`src/rtl/assert_macros.svh`:
```
// Assertion macros for the RTL files; the top-level module includes them.
`ifndef ASSERT_MACROS_SVH
`define ASSERT_MACROS_SVH
`ifndef SYNTHESIS
`define KIC_ASSERT_IMPL(label, clk, rst_n, ante, cons) \
    label: assert property (@(posedge clk) disable iff (!rst_n) (ante) |-> (cons)) \
        else $error("assertion failed");
`define KIC_ASSERT_NEXT(label, clk, rst_n, ante, cons) \
    label: assert property (@(posedge clk) disable iff (!rst_n) (ante) |=> (cons)) \
        else $error("assertion failed");
`else
`define KIC_ASSERT_IMPL(label, clk, rst_n, ante, cons)
`define KIC_ASSERT_NEXT(label, clk, rst_n, ante, cons)
`endif
`endif

```
`src/rtl/kic_pkg.sv`:
```
// Types, constants and kernel coefficients of the image convolution block.
package kic_pkg;
    localparam logic [1:0] MODE_GAUSS = 2'd0;
    localparam logic [1:0] MODE_SOBX  = 2'd1;
    localparam logic [1:0] MODE_SOBY  = 2'd2;

    localparam logic [1:0] REG_MODE   = 2'd0;
    localparam logic [1:0] REG_WIDTH  = 2'd1;
    localparam logic [1:0] REG_HEIGHT = 2'd2;

    localparam int CFG_W  = 11;
    localparam int PIX_W  = 8;
    localparam int FILT_W = 10;
    localparam int PROD_W = 13;
    localparam int SUM_W  = 16;
    localparam int QUO_W  = 5;

    localparam logic [10:0] RST_WIDTH  = 11'd640;
    localparam logic [10:0] RST_HEIGHT = 11'd480;

    // floor(x/159) == (x*3298) >> 19 for every x up to 15*255.
    localparam logic [11:0] RECIP_159   = 12'd3298;
    localparam int          RECIP_SHIFT = 19;

    localparam logic signed [4:0] GAUSS_K [5][5] = '{
        '{5'sd2, 5'sd4, 5'sd5, 5'sd4, 5'sd2},
        '{5'sd4, 5'sd9, 5'sd12, 5'sd9, 5'sd4},
        '{5'sd5, 5'sd12, 5'sd15, 5'sd12, 5'sd5},
        '{5'sd4, 5'sd9, 5'sd12, 5'sd9, 5'sd4},
        '{5'sd2, 5'sd4, 5'sd5, 5'sd4, 5'sd2}
    };
    localparam logic signed [4:0] SOBX_K [3][3] = '{
        '{-5'sd1, 5'sd0, 5'sd1},
        '{-5'sd2, 5'sd0, 5'sd2},
        '{-5'sd1, 5'sd0, 5'sd1}
    };
    localparam logic signed [4:0] SOBY_K [3][3] = '{
        '{5'sd1, 5'sd2, 5'sd1},
        '{5'sd0, 5'sd0, 5'sd0},
        '{-5'sd1, -5'sd2, -5'sd1}
    };

    typedef struct packed {
        logic       emit;
        logic       eor;
        logic       eof;
        logic [1:0] mode;
    } t_ctl;

    typedef struct packed {
        logic valid;
        logic col0;
        t_ctl ctl;
    } t_stage;

    typedef struct packed {
        logic flushing;
        logic flush_last;
    } t_front_stat;

    // Coefficient at row age k and column age m of the flipped kernel.
    function automatic logic signed [4:0] coef(input logic [1:0] mode, input int k,
                                               input int m);
        logic signed [4:0] c;
        c = 5'sd0;
        case (mode)
            MODE_GAUSS: c = GAUSS_K[k][m];
            MODE_SOBX:  if (k < 3 && m < 3) c = SOBX_K[k][m];
            MODE_SOBY:  if (k < 3 && m < 3) c = SOBY_K[k][m];
            default:    c = 5'sd0;
        endcase
        return c;
    endfunction
endpackage

```
`src/rtl/kic_filter.sv`:
```
// Pixel window and the multiply, divide, sum and magnitude pipeline.
module kic_filter #(
    parameter int KERNEL_SIZE = 5
) (
    input  logic                       i_clk,
    input  logic                       i_rst_n,
    input  logic                       i_advance,
    input  kic_pkg::t_stage            i_stage,
    input  logic [kic_pkg::PIX_W-1:0]  i_column [KERNEL_SIZE],
    output logic                       o_valid,
    output logic [kic_pkg::FILT_W-1:0] o_filtered,
    output logic                       o_eor,
    output logic                       o_eof
);
    localparam int PW = kic_pkg::PROD_W;
    localparam int SUMW = kic_pkg::SUM_W;

    logic [kic_pkg::PIX_W-1:0] r_win [KERNEL_SIZE][KERNEL_SIZE];
    logic signed [PW-1:0]      r_prod [KERNEL_SIZE][KERNEL_SIZE];
    logic signed [PW-1:0]      r_term [KERNEL_SIZE][KERNEL_SIZE];
    logic signed [SUMW-1:0]    r_rsum [KERNEL_SIZE];
    logic signed [SUMW-1:0]    row_sum [KERNEL_SIZE];
    logic signed [SUMW-1:0]    total;
    logic signed [SUMW-1:0]    mag;
    logic [23:0]               quo_full [KERNEL_SIZE][KERNEL_SIZE];

    logic          r_b_valid, r_c_valid, r_d_valid, r_e_valid, r_out_valid;
    kic_pkg::t_ctl r_b_ctl, r_c_ctl, r_d_ctl, r_e_ctl;
    logic [kic_pkg::FILT_W-1:0] r_out_data;
    logic          r_out_eor, r_out_eof;

    always_comb begin
        for (int k = 0; k < KERNEL_SIZE; k++) begin
            for (int m = 0; m < KERNEL_SIZE; m++) begin
                quo_full[k][m] = 24'(r_prod[k][m][11:0]) * 24'(kic_pkg::RECIP_159);
            end
        end
        for (int k = 0; k < KERNEL_SIZE; k++) begin
            row_sum[k] = '0;
            for (int m = 0; m < KERNEL_SIZE; m++) begin
                row_sum[k] = row_sum[k] + SUMW'(r_term[k][m]);
            end
        end
        total = '0;
        for (int k = 0; k < KERNEL_SIZE; k++) begin
            total = total + r_rsum[k];
        end
        mag = (total < 0) ? -total : total;
    end

    always_ff @(posedge i_clk) begin
        if (i_advance) begin
            // New column enters at age zero; column zero of a row starts from blank.
            if (i_stage.valid) begin
                for (int k = 0; k < KERNEL_SIZE; k++) begin
                    r_win[k][0] <= i_column[k];
                    for (int m = 1; m < KERNEL_SIZE; m++) begin
                        r_win[k][m] <= i_stage.col0 ? '0 : r_win[k][m-1];
                    end
                end
            end
            r_b_ctl <= i_stage.ctl;
            for (int k = 0; k < KERNEL_SIZE; k++) begin
                for (int m = 0; m < KERNEL_SIZE; m++) begin
                    r_prod[k][m] <= PW'(kic_pkg::coef(r_b_ctl.mode, k, m))
                                    * PW'($signed({1'b0, r_win[k][m]}));
                    if (r_c_ctl.mode == kic_pkg::MODE_GAUSS) begin
                        r_term[k][m] <= PW'(quo_full[k][m][kic_pkg::RECIP_SHIFT +: kic_pkg::QUO_W]);
                    end else begin
                        r_term[k][m] <= r_prod[k][m];
                    end
                end
            end
            r_c_ctl <= r_b_ctl;
            for (int k = 0; k < KERNEL_SIZE; k++) begin
                r_rsum[k] <= row_sum[k];
            end
            r_d_ctl    <= r_c_ctl;
            r_e_ctl    <= r_d_ctl;
            r_out_data <= mag[kic_pkg::FILT_W-1:0];
            r_out_eor  <= r_e_ctl.eor;
            r_out_eof  <= r_e_ctl.eof;
        end
    end

    always_ff @(posedge i_clk) begin
        if (!i_rst_n) begin
            r_b_valid   <= 1'b0;
            r_c_valid   <= 1'b0;
            r_d_valid   <= 1'b0;
            r_e_valid   <= 1'b0;
            r_out_valid <= 1'b0;
        end else if (i_advance) begin
            r_b_valid   <= i_stage.valid && i_stage.ctl.emit;
            r_c_valid   <= r_b_valid;
            r_d_valid   <= r_c_valid;
            r_e_valid   <= r_d_valid;
            r_out_valid <= r_e_valid;
        end
    end

    assign o_valid    = r_out_valid;
    assign o_filtered = r_out_data;
    assign o_eor      = r_out_eor;
    assign o_eof      = r_out_eof;
endmodule

```
`config.mk`:
```
export PLATFORM = sky130hd
export DESIGN_NAME = kic_filter
export DESIGN_NICKNAME = d
export VERILOG_FILES = /design/src/rtl/assert_macros.svh /design/src/rtl/kic_pkg.sv /design/src/rtl/kic_filter.sv
export SDC_FILE = /design/constraint.sdc
export NUM_CORES = 2
export LEC_CHECK = 0
export BUFFER_PORTS_ARGS = -buffer_cell sky130_fd_sc_hd__buf_2
export CAP_MARGIN = 30
export CELL_PAD_IN_SITES_DETAIL_PLACEMENT = 0
export CELL_PAD_IN_SITES_GLOBAL_PLACEMENT = 1
export CORE_UTILIZATION = 45
export CTS_CLUSTER_DIAMETER = 40
export CTS_CLUSTER_SIZE = 10
export DETAILED_ROUTE_END_ITERATION = 8
export PLACE_DENSITY_LB_ADDON = 0.1
export SLEW_MARGIN = 20
export SYNTH_ARGS = -nofsm -noshare
export SYNTH_HDL_FRONTEND = slang
export SYNTH_SLANG_ARGS = --single-unit
```
`constraint.sdc`:
```
create_clock -name i_clk -period 13 [get_ports i_clk]
set_input_delay 0.65 -clock i_clk [delete_from_list [all_inputs] [get_ports i_clk]]
set_output_delay 0.65 -clock i_clk [all_outputs]
set_load 0.01 [all_outputs]
```
==> flow_summary.ini <==
[outcome]
outcome = complete, no violations

[routing]
wire_per_inst_um = 18.0
drc_errors = 0
detail_route.first_pass.iterations = 5
via_per_inst = 4.97
ant_nets = 0
drt_iter0_markers = 2394
vias = 54200
drt-total-wl_um = 196000

[finish]
fillers = 17900
area_delta_synth_final_pct = 10.6
regArea_sq_um = 25500
nets = 11100
stdcell_count = 10900
drive_above_1_share_pct = 4.80
fin_util_pct = 50.3
multi_input_area_sq_um = 57500
fin_area_sq_um = 99400

[power]
switching_share_pct = 46.0
p_sw_mw = 12.0
ir_drop_uv = 619
leakagePower_nw = 51.0
intPower_mw = 14.1
pwr-share-seq_pct = 17.0
pwr_density_cell_nw_per_um2 = 262
power.share.combinational_pct = 66.4
power_frac_clock_pct = 16.6

[timing]
finClkSkew_ns = 0.0401
worstMarginPinSlew_ns = 0.996
min_period_ns = 6.18
maxSlewHeadroom_pct = 33.6
fin_ws_ns = 6.82
rsz0062_at_grt = no
setup_viol = 0
hold_viol = 0
max_freq_mhz = 162
period_share_pct = 47.5
timing.setup.tns_ns = 0
slew_violations = 0

[clocking]
clock_sinks = 851
clockRootBuffer = clkbuf_16
cts_tree = done
htreeDepth = 4
clkLatencyLatePin_ns = 0.79
clockBufferDepth = 3
clk_pin_slew_ns = 0.05
cts_buffers = 164
postCtsSetupBuffers = 0

[placement]
place_inst = 10600
place_area_sq_um = 93400
place_ws_ns = 6.72
hpwl_um = 161000
routabilityCongestion = 0.849
io_buffers = 62

[global_route]
grt_max_degree = 160
grt_pass1_wl_um = 317000
grt_pass1_vias = 58400
antenna_found_initial = 8
grt_usage_pct = 20.1
grt-ovfl-total = 0

[synthesis]
synth_area_leaders = ha_1 (29%), edfxtp_1 (28%), fa_1 (19%), inv_1 (7.3%), and2_1 (2.1%)
postSynthCellCount = 7932
yosysSeqAreaShare_pct = 28.4
synth_top_area_share_pct = 28.6
syn_area_sq_um = 89900
syn_nets = 10900
synth_cell_types = 80
synth-main-ff-cell = edfxtp_1
synthArstFlopShare_pct = 0
yosysTopAreaCell = ha_1
ys_ff_latch = 851
synth-edff-count = 846
avgSynthCellArea_sq_um = 11.3
yosysWarnings = 0

[worst_setup_path]
crit_required_ns = 13.65
slowest_delay_ns = 0.80
slowest_stage = ha_2
cpLargestDelayFamily = adder cells
critPathMostFrequentCell = fa_1
cp-start-kind = register
crit_arrival_ns = 6.83
path_class = register to register
critPathMaxFanout = 37
crit_buf_inv = 1
endpoint_kind = register
crit_chain = ha_2, nor2_1, nor2_1, nand2_1, fa_1, fa_1, fa_1, inv_1, ha_1, a21o_1, a21oi_1, o21bai_1, a21oi_1, o21ai_0, or4_1, nand3_1

[die]
die_w_um = 449
start_util_pct = 45.4
core.rowCount = 163
dieArea_sq_um = 202000
coreArea_sq_um = 198000
num_io_pins = 63
die_h_um = 449

[worst_hold_path]
worst_hold_path_type = input port to register

[job]
drv_cap = 0
stage by stage:
stage	power [mW]	hold WS (ns)
4_1_cts	26.4	0.000456
3_5_place_dp	21.9	0.407
2_1_floorplan	16.9	0.400
5_1_grt	29.1	0.0302
3_3_place_gp	21.6	0.403
6_report	26.0	0.0877
per-layer routing:
metal / track usage, % / share of wire (%)
met1: 27.7 / 48
met2: 33.4 / 47
met3: 2.63 / 3.1
met4: 4.76 / 2.0
met5: 0 / 0.011
final timing paths:
path / from / end / slack, ns / cells after the start
max: r_b_ctl[0] / r_prod[0][64] / 6.82 / 16
min: i_column[26] / r_win[1][34] / 0.09 / 1
max reg2reg: r_b_ctl[0] / r_prod[0][64] / 6.82 / 16
min reg2reg: r_b_ctl[2] / r_c_ctl[2] / 0.42 / 0
cell type report:
class,instances,share of cell area [%]
Clock inverter,120,1.40
Inverter,1739,6.56
Multi-Input combinational cell,5247,57.8
Antenna cell,2,0.00503
Clock buffer,178,4.27
Sequential cell,851,25.6
Tap cell,2640,3.32
Timing Repair Buffer,128,0.955
cell usage after synthesis, drive strengths merged (8+ instances only):
| cell | count |
|---|---|
| ha | 2058 |
| inv | 1739 |
| fa | 871 |
| edfxtp | 846 |
| and2 | 309 |
| nor2 | 268 |
| nor2b | 248 |
| a21oi | 247 |
| xnor2 | 185 |
| nand2 | 171 |
| o21ai | 126 |
| a21o | 104 |
| xor2 | 97 |
| clkbuf | 84 |
| nand3 | 59 |
| nor3 | 58 |
| o21bai | 39 |
| nand4 | 35 |
| o21a | 32 |
| and3 | 29 |
| nand2b | 28 |
| a211oi | 26 |
| or3 | 20 |
| a31oi | 19 |
| a2111oi | 18 |
| o211ai | 17 |
| and4 | 15 |
| o31ai | 14 |
| a221oi | 13 |
| a31o | 11 |
| buf | 11 |
| o2111ai | 10 |
| a211o | 9 |
| mux2i | 9 |
| nor4 | 9 |
| o221ai | 9 |
| a21boi | 8 |
timing repair:
| item | CTS | global route |
|---|---|---|
| endpoints found under the hold margin | 37 | 0 |
| resized for setup | 0 | 0 |
| hold buffers | 37 | 0 |
cell families (layout without fill, tap and decap cells):
| group | count (synthesis) | count (layout) | synth area share (%) |
|---|---|---|---|
| flip-flops | 851 | 851 | 28.4 |
| other | 0 | 2 | 0 |
| multiplexers | 12 | 12 | 0.138 |
| AO/OA/AOI/OAI | 749 | 749 | 5.44 |
| XOR/XNOR | 282 | 282 | 2.75 |
| buffers and inverters | 1834 | 2165 | 7.67 |
| AND/OR/NAND/NOR | 1275 | 1275 | 7.58 |
| adder cells (fa/ha/maj) | 2929 | 2929 | 48.0 |
sequential cells by signal (all words and copies together) (netlist names), 2 cells and up:
name and cells:
r_term 284, r_b_ctl 4, r_e_ctl 2, r_d_ctl 2
r_c_ctl 4, r_win 200, r_rsum 77, o_filtered 10
r_prod 261
power by group through the flow:
stage	clock (mW)	combinational [mW]	sequential [mW]
2_1_floorplan	0	12.6	4.27
3_3_place_gp	0	17.1	4.50
3_5_place_dp	0	17.4	4.50
4_1_cts	4.41	17.6	4.45
5_1_grt	4.53	20.1	4.49
6_report	4.32	17.3	4.43
cell usage in the layout (no fill, tap or decap), types with 39 or more instances in the layout:
cell          n
nor3_1       58
buf_2        60
clkbuf_16   168
nand2_1     171
xor2_1       97
a21oi_1     246
a21o_1      104
edfxtp_1    846
o21bai_1     39
inv_1      1739
nor2_1      268
and2_1      307
fa_1        871
xnor2_1     185
ha_1       2056
nand3_1      59
o21ai_0     121
nor2b_1     248
(Power assumes the default switching activity.)
